## src/rtl/tst_queue.sv

```systemverilog
module tst_queue #(
  parameter int WIDTH = 8,
  parameter int DEPTH = 2
) (
  input  logic             clk,
  input  logic             rst,
  input  logic             wr_en,
  input  logic [WIDTH-1:0] wr_data,
  input  logic             rd_en,
  output logic [WIDTH-1:0] rd_data,
  output logic             empty,
  output logic             full
);

  localparam int AW = (DEPTH > 1) ? $clog2(DEPTH) : 1;

  logic [WIDTH-1:0] mem [DEPTH];
  logic [AW-1:0]    wr_ptr;
  logic [AW-1:0]    rd_ptr;
  logic [AW:0]      count;
  logic             do_wr;
  logic             do_rd;

  assign empty   = (count == '0);
  assign full    = (count == (AW+1)'(DEPTH));
  assign do_wr   = wr_en && !full;
  assign do_rd   = rd_en && !empty;
  assign rd_data = mem[rd_ptr];

  always_ff @(posedge clk) begin
    if (rst) begin
      wr_ptr <= '0;
      rd_ptr <= '0;
      count  <= '0;
    end else begin
      if (do_wr) begin
        wr_ptr <= (wr_ptr == AW'(DEPTH - 1)) ? '0 : wr_ptr + 1'b1;
      end
      if (do_rd) begin
        rd_ptr <= (rd_ptr == AW'(DEPTH - 1)) ? '0 : rd_ptr + 1'b1;
      end
      if (do_wr && !do_rd) begin
        count <= count + 1'b1;
      end else if (do_rd && !do_wr) begin
        count <= count - 1'b1;
      end
    end
  end

  always_ff @(posedge clk) begin
    if (do_wr) begin
      mem[wr_ptr] <= wr_data;
    end
  end

  a_count_bound: assert property (@(posedge clk) disable iff (rst)
    count <= (AW+1)'(DEPTH))
    else $error("queue occupancy beyond depth");

  a_count_track: assert property (@(posedge clk) disable iff (rst)
    do_wr && !do_rd |=> count == $past(count) + 1'b1)
    else $error("queue count missed a write");

  a_ptr_match: assert property (@(posedge clk) disable iff (rst)
    empty |-> wr_ptr == rd_ptr)
    else $error("empty queue with pointers apart");

endmodule

```

## config.mk

```make
export PLATFORM = sky130hd
export DESIGN_NAME = tst_queue
export DESIGN_NICKNAME = d
export VERILOG_FILES = /design/src/rtl/tst_queue.sv
export SDC_FILE = /design/constraint.sdc
export NUM_CORES = 1
export LEC_CHECK = 0
export BUFFER_PORTS_ARGS = -buffer_cell sky130_fd_sc_hd__clkbuf_2
export CORE_MARGIN = 8
export CORE_UTILIZATION = 48
export CTS_CLUSTER_DIAMETER = 80
export DETAILED_ROUTE_END_ITERATION = 7
export PLACE_DENSITY_LB_ADDON = 0.12
export REMOVE_ABC_BUFFERS = 1
export SETUP_SLACK_MARGIN = 0.5
export SLEW_MARGIN = 40
export SYNTH_ARGS = -nofsm -noshare
export SYNTH_HDL_FRONTEND = slang
export SYNTH_SLANG_ARGS = --single-unit
export TNS_END_PERCENT = 1
```

## constraint.sdc

```tcl
create_clock -name clk -period 1.9 [get_ports clk]
set_clock_uncertainty 0.15 [all_clocks]
set_input_delay 0.19 -clock clk [delete_from_list [all_inputs] [get_ports clk]]
set_output_delay 0.19 -clock clk [all_outputs]
set_load 0.02 [all_outputs]
```

==> flow_metrics.tcl <==
set metrics [dict create \
    outcome "finished clean" \
    fin_hold_ws_ns 0.129 \
    fmaxAchievable_ghz 0.629 \
    cts_root_buf "clkbuf_4" \
    clk_pin_slew_ns 0.11 \
    crit_fanout 4 \
    htreeDepth 1 \
    drive_above_1_share 0.534 \
    grt.overflow.total 0 \
    rsz0062_at_grt "true" \
    synth-warning-count 0 \
    portBuffers 21 \
    final_cell_area_sq_mm 0.00122 \
    netlist_instances 50 \
    final_core_util 0.799 \
    crit_arrival_ns 1.67 \
    clk_latency_ns 0.29 \
    ys_seq_area_frac 0.732 \
    ys_types 13 \
    hold_path.class "primary input to register" \
    p_int_mw 1.08 \
    power.leakage_nw 0.507 \
    die_area_sq_mm 0.00321 \
    hold_viol_final 0 \
    synthMuxAreaShare 0.114 \
    seqPwrFrac 0.430 \
    drv_cap 0 \
    track_usage 0.0925 \
    synth-seq-cells 21 \
    routed_wl_um 1490 \
    slowest_delay_ns 0.37 \
    core-area_sq_mm 0.00152 \
    antennaDiodeCount 0 \
    path_cells "nor2b_4, nor2_2, ha_4, xor2_1, or3_4, a21oi_2" \
    p_sw_frac 0.319 \
    route.vias.total 535 \
    grt_max_degree 13 \
    initial_core_util 0.521 \
    drt_iter0_drc 4 \
    syn_avg_cell_area_sq_um 15.9 \
    synth_adder_area_share 0.0158 \
    p_comb_frac 0.442 \
    pin_count 22 \
    synth-xor-area-share 0.0331 \
    synth-simple-area-share 0.0584 \
    layout_worst_path_cycle_share 0.836 \
    die_x_um 56.7 \
    finalCriticalPeriod_ns 1.59 \
    final_nets 102 \
    antenna_found_initial 0 \
    multiInputGateArea_sq_um 270 \
    maxSlewHeadroom 0.726 \
    cts_buffers 3 \
    gp_congestion 0.706 \
    maxSlewViolCount 0 \
    viasPerCell 5.14 \
    die_h_um 56.7 \
    post-place-ws_ns 0.206 \
    wl_per_cell_um 14.4 \
    dpl.hpwl_um 981 \
    placed_area_sq_um 913 \
    cts.path.max_buffers 2 \
    p_sw_mw 0.504 \
    synth_top_family_by_area "multiplexers" \
    cp_slowest_cell "dfxtp_2" \
    critPathRequiredTime_ns 1.98 \
    tritoncts "built" \
    grt_pass1_wl_um 2420 \
    rows 14 \
    clkPwrFrac 0.129 \
    ff_latch_area_sq_um 589 \
    critPathKind "register to register" \
    synth_area_sq_um 793 \
    ant_nets 0 \
    drc_errors 0 \
    critPathLaunchType "register" \
    ir_drop_mv 0.865 \
    fill_cells 99 \
    synth_compound_area_frac 0.0315 \
    tns_ns 0 \
    first_global_vias 587 \
    cts_sinks 21 \
    syn_to_final_growth_pct 53.5 \
    pwr_density_cell_mw_per_mm2 1300 \
    worst_pin_slew_ns 0.412 \
    setup_ws_ns 0.311 \
    endpoint_kind "register" \
    drtPass1Iterations 4 \
    setup_viol 0 \
]
-- area by class of cell --
class,count,share of cell area
inverter,2,0.00617
tap,16,0.0164
sequential,21,0.484
multi-input combinational,26,0.222
timing repair buffer,35,0.249
clock buffer,3,0.0185
clock inverter,1,0.00411
-- final timing paths --
kind	cells after the start	start	slack [ns]	end
max	6	count[1]$_SDFFE_PP0P_	0.31	count[1]$_SDFFE_PP0P_
min	4	rd_en	0.13	rd_ptr$_SDFFE_PP0P_
max reg2reg	6	count[1]$_SDFFE_PP0P_	0.31	count[1]$_SDFFE_PP0P_
min reg2reg	2	wr_ptr$_SDFFE_PP0P_	0.36	wr_ptr$_SDFFE_PP0P_
-- power by group through the flow --
stage	registers [mW]	clock network, mW	logic, mW
3_5_place_dp	0.659	0	0.430
3_3_place_gp	0.654	0	0.423
2_1_floorplan	0.640	0	0.310
4_1_cts	0.675	0.215	0.603
6_report	0.679	0.203	0.699
5_1_grt	0.692	0.231	0.748
-- cells by family (layout without fill, tap and decap cells) --
family / after synthesis / after routing
AOI/OAI and AO/OA: 5 / 5
xor gates and xnor gates: 3 / 3
adders and majority gates: 1 / 1
buffers and inverters: 3 / 41
DFF: 21 / 21
muxes: 8 / 8
and+or+nand+nor: 9 / 9
-- timing repair --
action / 4_1_cts / 5_1_grt
pin swaps: 2 / 2
hold buffers: 9 / 0
setup buffers: 2 / 3
endpoints found under the setup margin: 27 / 27
gates cloned: 0 / 0
hold endpoints to repair: 21 / 0
gates resized for setup: 30 / 8
-- state kept, by name, summed over array words and instances, names as in the netlist, named ones only --
register and flops:
rd_ptr 1, mem 16, count 2, wr_ptr 1
-- cell usage in the layout, fill, tap and decap left out --
cell / netlist / routed
dfxtp_2: 0 / 1
ha_4: 0 / 1
inv_1: 2 / 2
nor2_1: 5 / 4
mux2_4: 0 / 8
or3_4: 0 / 1
and2_1: 1 / 1
buf_4: 0 / 5
a21oi_1: 2 / 1
o21ai_0: 3 / 2
edfxtp_1: 16 / 16
clkbuf_8: 0 / 8
clkbuf_2: 0 / 13
dlygate4sd3_1: 0 / 9
nor2b_4: 0 / 1
dfxtp_1: 5 / 2
clkbuf_4: 0 / 3
o21ai_4: 0 / 1
xor2_1: 3 / 3
dfxtp_4: 0 / 2
a21oi_2: 0 / 1
nor2_2: 0 / 1
or3_1: 2 / 1
clkinv_2: 0 / 1
-- synthesized netlist by cell type (all sizes together) --
cell    number  area [sq um]
edfxtp      16           480
ha           1          12.5
or3          2          12.5
xor2         3          26.3
inv          2          7.51
nor2         5          18.8
and2         1          6.26
a21oi        2          10.0
mux2         8          90.1
nor2b        1          8.76
dfxtp        5           100
o21ai        3          15.0
buf          1          5.00
-- stage by stage --
stage / cells / power, mW
after floorplan: 49 / 0.951
after global placement: 86 / 1.08
after detailed placement: 86 / 1.09
after CTS: 101 / 1.49
after global routing: 104 / 1.67
final: 104 / 1.58
-- critical path, delay by kind of cell (launching register included) --
kind / cells / cell delay [ns]
DFF: 1 / 0.37
and+or+nand+nor: 3 / 0.59
xor gates and xnor gates: 1 / 0.15
AOI/OAI and AO/OA: 1 / 0.13
adders and majority gates: 1 / 0.15
-- routing by layer --
metal  vias to the layer above  wire length [um]  part of all wire  GRT usage
li1                        259                 -                 -          -
met3                         0               100             0.067     0.0517
met1                       261               608              0.41     0.0914
met2                        15               785              0.53      0.168
met4                         0                 0                 0     0.0103
met5                         -                 0                 0          0
No activity file was read; power rests on OpenSTA's default activity.
