[src/rtl/tst_pkg.sv]
package tst_pkg;

  // report kinds
  localparam logic [1:0] FN_BEGIN  = 2'd0;
  localparam logic [1:0] FN_MOVE   = 2'd1;
  localparam logic [1:0] FN_END    = 2'd2;
  localparam logic [1:0] FN_CANCEL = 2'd3;

  // result status codes
  localparam logic [1:0] ST_OK      = 2'd0;
  localparam logic [1:0] ST_FULL    = 2'd1;
  localparam logic [1:0] ST_UNKNOWN = 2'd2;
  localparam logic [1:0] ST_DUP     = 2'd3;

  // configuration register indexes
  localparam logic [1:0] REG_ORIGIN_X    = 2'd0;
  localparam logic [1:0] REG_ORIGIN_Y    = 2'd1;
  localparam logic [1:0] REG_INV_SCALE_X = 2'd2;
  localparam logic [1:0] REG_INV_SCALE_Y = 2'd3;

  localparam int          POS_W          = 24;
  localparam int          DIFF_W         = POS_W + 1;
  localparam int          PROD_W         = 2 * DIFF_W;
  localparam int          SLOT_FW        = 5;
  localparam int          ID_W           = 32;
  localparam logic [23:0] INV_SCALE_RST  = 24'd65536;
  localparam int          MID_DEPTH      = 2;
  localparam int          OUT_DEPTH      = 2;

  // classified report between slot table and coordinate mapper
  typedef struct packed {
    logic [1:0]                status;
    logic [1:0]                kind;
    logic [SLOT_FW-1:0]        slot;
    logic signed [DIFF_W-1:0]  dx;
    logic signed [DIFF_W-1:0]  dy;
    logic                      batch;
  } mid_item_t;

  // finished result
  typedef struct packed {
    logic [1:0]               status;
    logic [1:0]               kind;
    logic [SLOT_FW-1:0]       slot;
    logic signed [POS_W-1:0]  design_x;
    logic signed [POS_W-1:0]  design_y;
    logic                     batch;
  } res_item_t;

  // round half up from Q.24 to Q.8 and clamp to the 24 bit range
  function automatic logic signed [POS_W-1:0] sat_round(input logic signed [PROD_W-1:0] p);
    logic signed [PROD_W:0]   s;
    logic signed [PROD_W-16:0] r;
    logic signed [POS_W-1:0]  res;
    s = $signed({p[PROD_W-1], p}) + $signed((PROD_W+1)'(32768));
    r = $signed(s[PROD_W:16]);
    if (r > $signed((PROD_W-15)'(8388607))) begin
      res = 24'sh7FFFFF;
    end else if (r < -$signed((PROD_W-15)'(8388608))) begin
      res = 24'sh800000;
    end else begin
      res = r[POS_W-1:0];
    end
    return res;
  endfunction

endpackage

[src/rtl/tst_front.sv]
module tst_front #(
  parameter int MAX_SLOTS = 8
) (
  input  logic                       clk,
  input  logic                       rst,
  input  logic                       push,
  input  logic [1:0]                 func,
  input  logic signed [31:0]         touch_id,
  input  logic signed [23:0]         x_pos,
  input  logic signed [23:0]         y_pos,
  input  logic                       batch_last,
  input  logic signed [23:0]         origin_x,
  input  logic signed [23:0]         origin_y,
  input  logic                       q_full,
  output logic                       q_push,
  output tst_pkg::mid_item_t         q_item
);

  import tst_pkg::*;

  localparam int SLOT_W = (MAX_SLOTS > 1) ? $clog2(MAX_SLOTS) : 1;

  logic [MAX_SLOTS-1:0] slot_active;
  logic [ID_W-1:0]      slot_contact_id [MAX_SLOTS];
  logic [MAX_SLOTS-1:0] hit;
  logic [MAX_SLOTS-1:0] free_vec;
  logic [MAX_SLOTS-1:0] free_1h;
  logic [SLOT_W-1:0]    hit_idx;
  logic [SLOT_W-1:0]    free_idx;
  logic [SLOT_W-1:0]    sel_idx;
  logic                 any_hit;
  logic                 any_free;
  logic [1:0]           st;
  logic                 accept;
  logic                 do_alloc;
  logic                 do_release;

  // parallel id compare over all slots
  always_comb begin
    for (int i = 0; i < MAX_SLOTS; i++) begin
      hit[i] = slot_active[i] && (slot_contact_id[i] == touch_id);
    end
  end

  // lowest free slot as a one-hot
  assign free_vec = ~slot_active;
  assign free_1h  = free_vec & (~free_vec + MAX_SLOTS'(1));
  assign any_hit  = |hit;
  assign any_free = |free_vec;

  always_comb begin
    hit_idx  = '0;
    free_idx = '0;
    for (int i = 0; i < MAX_SLOTS; i++) begin
      if (hit[i]) begin
        hit_idx = hit_idx | SLOT_W'(i);
      end
      if (free_1h[i]) begin
        free_idx = free_idx | SLOT_W'(i);
      end
    end
  end

  always_comb begin
    if (func == FN_BEGIN) begin
      if (any_hit) begin
        st = ST_DUP;
      end else if (any_free) begin
        st = ST_OK;
      end else begin
        st = ST_FULL;
      end
      sel_idx = free_idx;
    end else begin
      st      = any_hit ? ST_OK : ST_UNKNOWN;
      sel_idx = hit_idx;
    end
  end

  assign accept     = push && !q_full;
  assign q_push     = accept;
  assign do_alloc   = accept && (func == FN_BEGIN) && (st == ST_OK);
  assign do_release = accept && (func == FN_END || func == FN_CANCEL) && (st == ST_OK);

  always_comb begin
    q_item.status = st;
    q_item.kind   = func;
    q_item.batch  = batch_last;
    if (st == ST_OK) begin
      q_item.slot = SLOT_FW'(sel_idx);
      q_item.dx   = $signed({x_pos[23], x_pos}) - $signed({origin_x[23], origin_x});
      q_item.dy   = $signed({y_pos[23], y_pos}) - $signed({origin_y[23], origin_y});
    end else begin
      // zero offset maps to zero design coordinates
      q_item.slot = '0;
      q_item.dx   = '0;
      q_item.dy   = '0;
    end
  end

  always_ff @(posedge clk) begin
    if (rst) begin
      slot_active <= '0;
    end else begin
      if (do_alloc) begin
        slot_active[sel_idx] <= 1'b1;
      end
      if (do_release) begin
        slot_active[sel_idx] <= 1'b0;
      end
    end
  end

  always_ff @(posedge clk) begin
    if (do_alloc) begin
      slot_contact_id[sel_idx] <= touch_id;
    end
  end

  a_unique_id: assert property (@(posedge clk) disable iff (rst)
    $onehot0(hit))
    else $error("contact id held by more than one slot");

  a_alloc: assert property (@(posedge clk) disable iff (rst)
    do_alloc |=> slot_active[$past(sel_idx)])
    else $error("allocated slot not active");

  a_release: assert property (@(posedge clk) disable iff (rst)
    do_release |=> !slot_active[$past(sel_idx)])
    else $error("released slot still active");

endmodule

[config.mk]
export PLATFORM = sky130hd
export DESIGN_NAME = tst_front
export DESIGN_NICKNAME = d
export VERILOG_FILES = /design/src/rtl/tst_pkg.sv /design/src/rtl/tst_front.sv
export SDC_FILE = /design/constraint.sdc
export NUM_CORES = 1
export LEC_CHECK = 0
export ABC_AREA = 1
export ABC_CLOCK_PERIOD_IN_PS = 3200
export BUFFER_PORTS_ARGS = -buffer_cell sky130_fd_sc_hd__buf_2
export CELL_PAD_IN_SITES_DETAIL_PLACEMENT = 0
export CELL_PAD_IN_SITES_GLOBAL_PLACEMENT = 1
export CORE_ASPECT_RATIO = 0.8
export CORE_MARGIN = 2
export CORE_UTILIZATION = 35
export CTS_CLUSTER_DIAMETER = 60
export DETAILED_ROUTE_END_ITERATION = 12
export PLACE_DENSITY_LB_ADDON = 0.1
export REMOVE_ABC_BUFFERS = 1
export SYNTH_ARGS = -nofsm -noshare
export SYNTH_HDL_FRONTEND = slang
export SYNTH_SLANG_ARGS = --single-unit
[constraint.sdc]
create_clock -name clk -period 3.2 [get_ports clk]
set_clock_uncertainty 0.15 [all_clocks]
set_input_delay 0.16 -clock clk [delete_from_list [all_inputs] [get_ports clk]]
set_output_delay 0.16 -clock clk [all_outputs]
set_load 0.02 [all_outputs]
==> results.py, run 1 <==
metrics = {
    "clock_network": {
        "insertion_delay_ns": 0.60,
        "cts_tree": "done",
        "h-tree-depth": 1,
        "cts.sinks": 264,
        "clk_pin_slew_ns": 0.07,
        "cts-root-buf": "clkbuf_16",
        "cts_buffers": 29,
        "cts_buffer_depth": 3,
    },
    "routing": {
        "postRouteAntennaNets": 0,
        "vias": 15100,
        "drc": 0,
        "routed_wl_um": 69600,
        "drt_iter0_markers": 1598,
        "avgRoutedWirePerCell_um": 23.0,
        "vias_per_cell": 4.98,
        "first_pass_iters": 5,
    },
    "power_and_ir_drop": {
        "intPower_mw": 6.37,
        "p_switching_mw": 2.55,
        "irDropWorstVdd_mv": 0.448,
        "p_clk_share_pct": 38.9,
        "p_leak_nw": 9.70,
        "sw_frac_of_total_pct": 28.6,
        "combinationalPowerShare_pct": 18.6,
        "powerDensity_nw_per_um2": 423,
        "pwr-share-seq_pct": 42.5,
    },
    "sta": {
        "fin_ws_ns": -0.0197,
        "final.setup.tns_ns": -0.0378,
        "setup_viol": 4,
        "relSlewSlack_pct": 39.7,
        "drv_slew": 0,
        "max_slew.worst_pin.slew_ns": 0.902,
        "finalCritPeriodShare_pct": 101,
        "hold_viol": 0,
        "period_minus_slack_ns": 3.22,
        "rsz0062_at_grt": "true",
        "fmax_mhz": 311,
    },
    "logic_synthesis": {
        "ys_ff_latch": 264,
        "syn_area_sq_um": 16200,
        "synth-seq-area-share_pct": 48.4,
        "synth_flop_cell": "edfxtp_1",
        "yosys.area.top_type_share_pct": 47.4,
        "synth_edf_count": 256,
        "yosys.area.top_type": "edfxtp_1",
        "ys_async_sr_fraction_pct": 0,
        "syn_area_per_cell_sq_um": 7.96,
        "syn_inst": 2037,
        "yosysUniqueCellTypes": 47,
        "ys_warn_count": 0,
        "synth_area_leaders": "edfxtp_1 47%, nand2_1 15%, inv_1 6.9%",
    },
    "run": {
        "drv_cap": 0,
    },
    "die": {
        "die_w_um": 245,
        "core_sq_um": 45700,
        "fp-row-count": 70,
        "fp.dieArea_sq_um": 48100,
        "initial_core_util_pct": 35.5,
        "fp.dieH_um": 197,
        "ios": 196,
    },
    "status": {
        "violations": "negative setup slack",
        "outcome": "complete, but fails checks",
    },
    "critical_path": {
        "critical_path.slowest_cell": "dlygate4sd3_1",
        "cpPeakStageDelay_ns": 0.65,
        "cp.required_ns": 2.89,
        "crit_type": "input port to output port",
        "path_max_fanout": 6,
        "crit_family": "buffers and inverters",
        "crit_arrival_ns": 2.91,
        "critPathLaunch": "touch_id[4]",
        "cp-end-kind": "output port",
        "crit_path_cell_trace": "buf_2 > dlygate4sd3_1 > buf_4 > nand2_1 > nand2_1 > nor3_1 > nand2_1 > nor2_1 > nand3_2 > nand2_4 > nor2_4 > nand3_4 > nand3_4 > buf_12 > buf_12 > a21oi_2 > o21a_1 > buf_6",
        "critPathLaunchType": "input port",
        "cp_num_buf_inv": 6,
        "timing.rr.start": "slot_contact_id[6][19]",
        "cp_common_cell": "nand2_1",
    },
    "placed_design": {
        "placed_area_sq_um": 18700,
        "port_buffers": 191,
        "place_congestion": 0.922,
        "dp_hpwl_um": 47600,
    },
    "global_routing": {
        "grt_pass1_wl_um": 97200,
        "antenna_found_initial": 2,
        "grt_pass1_vias": 14200,
        "grt.overflow.total": 0,
        "grt_usage_pct": 28.5,
        "grt_max_degree": 34,
    },
    "layout": {
        "diodes": 0,
        "area_growth_pct": 30.3,
        "n_fill_cell": 4616,
        "nets": 2576,
        "drive_gt1_share_pct": 19.5,
        "finalInstanceArea_sq_um": 21100,
    },
    "worst_hold_path": {
        "holdCritPathClass": "input port to flop",
        "hp-start": "touch_id[10]",
    },
}
through the flow:
| step | utilization (%) | setup slack, ns | power (mW) | cells | hold WS (ns) |
|---|---|---|---|---|---|
| floorplan | - | -0.210 | 4.58 | 1998 | 0.109 |
| global placement | 40.9 | 0.0291 | 5.25 | 2899 | 0.170 |
| detailed placement | 40.9 | 0.0360 | 5.24 | 2899 | 0.170 |
| CTS | 45.2 | -0.00809 | 8.84 | 3022 | 0.0130 |
| global route | 46.2 | -0.131 | 9.21 | 3026 | 0.0144 |
| finish | 46.2 | -0.0197 | 8.93 | 3026 | 0.00306 |
synthesized netlist by cell type, types with 2 or more instances:
| cell type | n |
|---|---|
| fa_1 | 2 |
| inv_2 | 19 |
| buf_6 | 2 |
| a21boi_0 | 5 |
| o22ai_1 | 5 |
| nand3_1 | 59 |
| nand3b_1 | 10 |
| buf_4 | 12 |
| buf_2 | 26 |
| or2_1 | 6 |
| nor3_1 | 12 |
| ha_1 | 48 |
| o21ai_0 | 59 |
| edfxtp_1 | 256 |
| inv_1 | 300 |
| a31oi_1 | 3 |
| and3_1 | 2 |
| nand3_2 | 2 |
| nand2_1 | 660 |
| or2_2 | 5 |
| nor3b_1 | 2 |
| o211ai_1 | 4 |
| xor2_1 | 24 |
| o21bai_1 | 3 |
| nor2_1 | 271 |
| nand4_1 | 54 |
| o21ai_1 | 10 |
| a21o_1 | 6 |
| nor4_1 | 2 |
| nand2_2 | 3 |
| o21a_1 | 7 |
| a21oi_1 | 65 |
| dfxtp_1 | 8 |
| xnor2_1 | 72 |
cell usage in the layout, fill, tap and decap left out, types with 55 or more instances in the layout:
cell	instances
buf_2	141
a21oi_1	58
xnor2_1	63
o21ai_0	55
nand2_1	644
nor2_1	221
buf_4	108
edfxtp_1	256
dlygate4sd3_1	59
inv_1	297
nand3_1	56
power by group through the flow:
stage               Sequential, mW  Combinational, mW  Clock (mW)
floorplan                     3.87              0.714           0
global placement              3.87               1.38           0
detailed placement            3.87               1.38           0
CTS                           3.79               1.55        3.49
global route                  3.79               1.78        3.63
finish                        3.79               1.66        3.47
cells by family (layout without fill, tap and decap cells):
logic type	count (synthesis)	in the layout	synth area share [%]
and+or+nand+nor	1096	1096	27.7
AOI/OAI and AO/OA	171	171	5.86
DFF	264	264	48.4
other	1	2	0.0231
buffers and inverters	359	735	8.88
adders and majority gates	50	50	3.95
xor gates and xnor gates	96	96	5.19
worst paths after layout:
path	depth (start not counted)	end	slack, ns
max reg2reg	17	slot_active[7]	0.14
min	2	slot_contact_id[4][10]	0.003
max	18	q_item[21]	-0.02
min reg2reg	2	slot_active[7]	0.35
what timing repair did:
item | in CTS | in global routing
endpoints found under the setup margin | 54 | 54
buffers inserted | 7 | 4
pin swaps | 14 | 16
endpoints found under the hold margin | 238 | 0
gates resized for setup | 77 | 131
hold buffers | 60 | 0
cloned | 5 | 0
flip-flops by register name, summed over array words and instances, names as in the netlist:
name / flops
slot_contact_id: 256
slot_active: 8
layer usage:
| metal | track usage (%) | routed length [um] | vias up |
|---|---|---|---|
| met5 | 0 | 0 | - |
| met4 | 6.35 | 1860 | 0 |
| met3 | 7.14 | 6860 | 93 |
| met1 | 42.2 | 31800 | 7148 |
| li1 | - | - | 7226 |
| met2 | 41.7 | 29100 | 600 |
final cells by class:
cell class	count	area [sq um]	share of cell area, %
tap	612	766	3.63
clock buffer	42	795	3.76
multi-input combinational	1415	7410	35.1
inverter	319	1210	5.73
timing repair buffer	361	2930	13.9
timing repair inverter	1	8.76	0.0415
sequential	264	7850	37.2
clock inverter	12	154	0.729
Power figures use the tool's default switching activity.
==> run 2, diff against run 1 <==
CORE_UTILIZATION = 40   (was 35)
SLEW_MARGIN = 10   (was default)
==> run 2 against run 1 <==
Effect of this change: the run still ends with negative setup slack left; core utilization grew 6.1 points; worst hold slack gained 0.022 ns; register-to-register slack about the same; first-iteration DRC count is 0.38% lower; critical path type is now flop to output port; critical endpoint unchanged; largest cell class unchanged; highest routed layer is now met5.
==> results.py, run 2 (synthesized netlist as in run 1, its figures left out) <==
metrics = {
    "die": {
        "fp.dieArea_sq_um": 42200,
        "core_sq_um": 39700,
        "die_w_um": 229,
        "fp-row-count": 65,
        "initial_core_util_pct": 40.8,
        "ios": 196,
        "fp.dieH_um": 184,
    },
    "placed_design": {
        "port_buffers": 191,
        "placed_cells": 2813,
        "dp_hpwl_um": 45900,
        "pre_cts_ws_ns": -0.000250,
        "placed_area_sq_um": 18600,
        "place_congestion": 0.944,
    },
    "layout": {
        "area_growth_pct": 27.9,
        "nets": 2570,
        "largest_reg_flops": 256,
        "layout_common_cells": "658 x nand2_1, 300 x inv_1, 256 x edfxtp_1, 234 x nor2_1, 156 x buf_2",
        "final_common_cell": "nand2_1",
        "finalInstanceArea_sq_um": 20700,
        "n_fill_cell": 3845,
        "reg_top3": "slot_contact_id x256, slot_active x8",
        "instances_no_fill": 2946,
        "fin_util_pct": 52.3,
        "drive_gt1_share_pct": 17.7,
        "top_register": "slot_contact_id",
    },
    "sta": {
        "fmax_mhz": 298,
        "setup_viol": 52,
        "rsz0062_at_grt": "true",
        "finalCritPeriodShare_pct": 105,
        "hold_viol": 0,
        "drv_slew": 0,
        "whs_ns": 0.0253,
        "fin_ws_ns": -0.151,
        "max_slew.worst_pin.slew_ns": 0.870,
        "period_minus_slack_ns": 3.35,
        "relSlewSlack_pct": 41.8,
        "final.setup.tns_ns": -4.73,
    },
    "routing": {
        "routed_wl_um": 67700,
        "first_pass_iters": 5,
        "avgRoutedWirePerCell_um": 23.0,
        "postRouteAntennaNets": 0,
        "vias": 15400,
        "drc": 0,
        "vias_per_cell": 5.23,
        "drt_iter0_markers": 1592,
    },
    "critical_path": {
        "crit_family": "simple AND/OR/NAND/NOR gates",
        "critPathLaunchType": "flop",
        "cp_num_buf_inv": 2,
        "path_max_fanout": 8,
        "timing.rr.start": "slot_contact_id[2][16]",
        "r2r_setup_slack_ns": 0.15,
        "cp-end-kind": "output port",
        "r2r-end": "slot_contact_id[7][7]",
        "rr_worst_depth": 15,
        "critical_path.slowest_cell": "edfxtp_1",
        "crit_arrival_ns": 3.04,
        "crit_type": "flop to output port",
        "cp.required_ns": 2.89,
        "cpPeakStageDelay_ns": 0.41,
        "crit_path_cell_trace": "xnor2_2 > nand2_1 > nor2_2 > nand2_1 > nor2_1 > nand3_2 > nand2_2 > nor2_4 > nand3_4 > nand3_4 > buf_12 > a21oi_2 > o21a_1 > buf_6",
    },
    "global_routing": {
        "antenna_found_initial": 6,
        "grt.overflow.total": 0,
        "grt_usage_pct": 31.7,
        "grt_pass1_wl_um": 95500,
        "grt_pass1_vias": 14500,
        "grt_max_degree": 34,
    },
    "worst_hold_path": {
        "holdPathEnd": "slot_contact_id[1][16]",
        "min_path_cells": 2,
        "hp-start": "touch_id[16]",
        "holdCritPathClass": "input port to flop",
    },
    "power_and_ir_drop": {
        "sw_frac_of_total_pct": 29.1,
        "powerDensity_nw_per_um2": 417,
        "intPower_mw": 6.12,
        "p_switching_mw": 2.52,
        "power_mw": 8.64,
        "pwr-share-seq_pct": 43.9,
        "combinationalPowerShare_pct": 18.8,
        "irDropWorstVdd_mv": 0.397,
        "p_clk_share_pct": 37.3,
        "p_leak_nw": 9.60,
    },
    "status": {
        "violations": "negative setup slack",
        "outcome": "complete, but fails checks",
    },
    "clock_network": {
        "insertion_delay_ns": 0.60,
        "cts_buffers": 29,
        "cts_buffer_depth": 3,
        "cts-root-buf": "clkbuf_16",
        "cts.sinks": 264,
        "clk_pin_slew_ns": 0.06,
        "cts_tree": "done",
        "h-tree-depth": 1,
    },
    "run": {
        "drv_cap": 0,
    },
}
## run 2: cell count changes in the layout (fill, tap and decap cells not counted), sizes merged
cell / previous run / this run
dlygate4sd3: 59 / 60
inv: 322 / 321
bufinv: 3 / 1
nand3: 62 / 63
clkinv: 7 / 17
clkbuf: 42 / 32
buf: 301 / 293
diode: 0 / 3
dlymetal6s4s: 1 / 2
clkinvlp: 0 / 1
## run 2: repair_timing
action                                  4_1_cts  5_1_grt
endpoints found under the hold margin       218        0
endpoints found under the setup margin       53      105
gates resized for setup                      76       66
gates cloned                                  3        0
pin swaps                                     7       20
hold buffers                                 62        0
buffers inserted                              6        9
## run 2: metal layers
layer | global-route usage [%] | wire length (um) | up-vias
met4 | 10.9 | 2520 | 2
met2 | 46.3 | 28300 | 750
met1 | 44.4 | 29100 | 7278
li1 | - | - | 7234
met3 | 9.75 | 7720 | 137
met5 | 0 | 15 | -
## run 2: worst register-to-register path: cells and delay by family, from the launching register on
family / cells / cell delay, ns
buf+inv: 4 / 0.64
flops: 1 / 0.41
simple gates: 10 / 1.21
xor+xnor: 1 / 0.29
## run 2: worst max path at each step
stage	start	endpoint	slack, ns	depth (start not counted)
CTS	slot_contact_id[2][16]	q_item[21]	-0.16	14
global placement	touch_id[26]	slot_contact_id[5][13]	-0.03	14
detailed placement	touch_id[26]	slot_contact_id[5][13]	-0.0002	14
floorplan	slot_contact_id[5][26]	slot_contact_id[3][0]	-0.21	11
finish	slot_contact_id[2][16]	q_item[21]	-0.15	14
global route	slot_contact_id[2][16]	q_item[21]	-0.20	14
## run 2: final cells by class
type                            instances  area [sq um]  area share, %
Tap cell                              536           671           3.23
Multi-Input combinational cell       1416          7260           35.0
Inverter                              319          1200           5.81
Sequential cell                       264          7850           37.8
Timing Repair Buffer                  355          2870           13.8
Antenna cell                            3          7.51         0.0362
Clock inverter                         21           143          0.688
Clock buffer                           32           737           3.55
## run 2: power groups by stage
| stage | sequential [mW] | combinational (mW) | clock (mW) |
|---|---|---|---|
| after global routing | 3.79 | 1.75 | 3.37 |
| after floorplan | 3.87 | 0.714 | 0 |
| after detailed placement | 3.87 | 1.36 | 0 |
| final | 3.79 | 1.63 | 3.22 |
| after CTS | 3.79 | 1.55 | 3.24 |
| after global placement | 3.87 | 1.36 | 0 |
==> run 3, diff against run 2 <==
==> constraint.sdc (replaced) <==
create_clock -name clk -period 3.2 [get_ports clk]
set_clock_uncertainty 0.15 [all_clocks]
set_input_delay 0.32 -clock clk [delete_from_list [all_inputs] [get_ports clk]]
set_output_delay 0.32 -clock clk [all_outputs]
set_load 0.02 [all_outputs]
==> run 3 against run 2 <==
Effect of this change: the run still ends with negative setup slack left; first-iteration DRC count shrank 6.7%; maximum frequency is essentially flat; non-clock buffer count grew 24; critical path depth grew 2; global-route usage shrank 2.3 points; core utilization grew 1.4 points; combinational power grew 2%; sequential power is essentially flat; count of clock-buffer cells in the layout grew 3; setup slack gained 0.0011 ns; design area grew 2.6%; sequential share of layout area shrank 0.97 points; critical path type unchanged; largest power group unchanged.
==> results.py, run 3 (synthesized netlist as in run 1, its figures left out) <==
metrics = {
    "power_and_ir_drop": {
        "p_leak_nw": 9.81,
        "p_switching_mw": 2.46,
        "intPower_mw": 6.19,
        "sw_frac_of_total_pct": 28.4,
        "combinationalPowerShare_pct": 19.3,
        "irDropWorstVdd_mv": 0.436,
        "power_mw": 8.65,
        "p_clk_share_pct": 36.8,
        "powerDensity_nw_per_um2": 406,
        "pwr-share-seq_pct": 43.9,
    },
    "routing": {
        "drt_iter0_markers": 1486,
        "avgRoutedWirePerCell_um": 20.9,
        "postRouteAntennaNets": 0,
        "drc": 0,
        "vias_per_cell": 5.03,
        "routed_wl_um": 62100,
        "first_pass_iters": 6,
        "vias": 14900,
    },
    "critical_path": {
        "crit_arrival_ns": 2.88,
        "crit_type": "flop to output port",
        "cp-end-kind": "output port",
        "critPathLaunchType": "flop",
        "cp.required_ns": 2.73,
        "path_max_fanout": 8,
    },
    "clock_network": {
        "cts.sinks": 264,
        "clk_pin_slew_ns": 0.06,
        "cts_buffers": 29,
        "cts_tree": "done",
        "insertion_delay_ns": 0.59,
        "cts-root-buf": "clkbuf_16",
        "h-tree-depth": 1,
        "cts_buffer_depth": 3,
    },
    "global_routing": {
        "grt_pass1_vias": 14500,
        "grt_usage_pct": 29.4,
        "grt_pass1_wl_um": 91000,
        "grt.overflow.total": 0,
        "grt_max_degree": 34,
        "antenna_found_initial": 4,
    },
    "die": {
        "die_w_um": 229,
        "initial_core_util_pct": 40.8,
        "core_sq_um": 39700,
        "fp.dieArea_sq_um": 42200,
        "ios": 196,
        "fp.dieH_um": 184,
        "fp-row-count": 65,
    },
    "layout": {
        "reg_top3": "slot_contact_id x256, slot_active x8",
        "largest_reg_flops": 256,
        "finalInstanceArea_sq_um": 21300,
        "layout_common_cells": "650 x nand2_1, 297 x inv_1, 256 x edfxtp_1, 209 x nor2_1, 138 x buf_2",
        "final_common_cell": "nand2_1",
        "area_growth_pct": 31.3,
        "drive_gt1_share_pct": 21.4,
        "nets": 2594,
        "top_register": "slot_contact_id",
        "fin_util_pct": 53.6,
    },
    "sta": {
        "period_minus_slack_ns": 3.35,
        "drv_slew": 0,
        "rsz0062_at_grt": "true",
        "relSlewSlack_pct": 61.8,
        "finalCritPeriodShare_pct": 105,
        "fin_ws_ns": -0.150,
        "fmax_mhz": 299,
        "hold_viol": 0,
        "whs_ns": 0.00833,
        "setup_viol": 47,
        "max_slew.worst_pin.slew_ns": 0.572,
    },
    "run": {
        "drv_cap": 0,
    },
    "placed_design": {
        "place_congestion": 0.939,
        "placed_area_sq_um": 19000,
        "dp_hpwl_um": 46600,
        "pre_cts_ws_ns": -0.0636,
        "port_buffers": 191,
    },
    "status": {
        "outcome": "complete, but fails checks",
        "violations": "negative setup slack",
    },
    "worst_hold_path": {
        "holdCritPathClass": "input port to flop",
    },
}
-- run 3: changes by cell type in the layout (fill, tap and decap cells not counted), sizes merged --
cell / change
diode: -2
clkbuf: +3
clkinv: -3
inv: +1
dlymetal6s4s: -2
dlygate4sd3: -33
nand3: -1
buf: +59
clkinvlp: -1
-- run 3: critical path, cell delays in order, from the launching register on --
cell	delay, ns
edfxtp_1	0.40
a21oi_2	0.17
nand2_1	0.07
nor2_1	0.13
buf_4	0.16
nand2_4	0.06
nor2_4	0.14
nand3_4	0.14
nand2_4	0.11
nor2_4	0.05
nand3_4	0.07
nand3_4	0.11
buf_12	0.16
buf_12	0.14
a21oi_2	0.10
o21a_1	0.15
buf_6	0.12
-- run 3: worst paths after layout --
check / startpoint / slack [ns] / end / depth (start not counted)
hold reg to reg: slot_active[7] / 0.37 / slot_active[7] / 2
setup / recovery: slot_contact_id[2][17] / -0.15 / q_item[24] / 16
setup reg to reg: slot_contact_id[1][4] / 0.28 / slot_contact_id[2][8] / 10
hold / removal: touch_id[8] / 0.008 / slot_contact_id[1][8] / 2
-- run 3: power by group through the flow --
stage / clock network [mW] / registers (mW) / logic, mW
after floorplan: 0 / 3.87 / 0.714
after global placement: 0 / 3.87 / 1.41
after detailed placement: 0 / 3.87 / 1.41
after CTS: 3.21 / 3.79 / 1.62
after global routing: 3.33 / 3.79 / 1.82
final: 3.18 / 3.79 / 1.67
-- run 3: area by class of cell --
class                           count  area (sq um)
Fill cell                        3853         18400
Sequential cell                   264          7850
Multi-Input combinational cell   1415          7510
Timing Repair Buffer              379          3180
Inverter                          319          1200
Clock buffer                       35           748
Tap cell                          536           671
Clock inverter                     17           115
Timing Repair inverter              1          6.26
Antenna cell                        1          2.50
-- run 3: metrics by stage --
stage	TNS (ns)	instances
3_3_place_gp	-4.96	2865
4_1_cts	-7.53	2961
2_1_floorplan	-52.51	1998
5_1_grt	-10.97	2966
6_report	-4.43	2967
3_5_place_dp	-3.88	2865
-- run 3: what timing repair did --
item / CTS / global route
hold endpoints to repair: 62 / 0
hold buffers: 27 / 0
pin swaps: 29 / 25
endpoints found under the setup margin: 55 / 55
buffers inserted: 15 / 9
resized for setup: 194 / 75
cloned: 4 / 0
-- run 3: layer usage --
metal / vias to the layer above / GRT usage [%] / wire (um)
li1: 7274 / - / -
met1: 7046 / 42.9 / 28500
met2: 536 / 45.7 / 27300
met3: 81 / 5.16 / 4880
met4: 0 / 6.00 / 1450
met5: - / 0 / 0
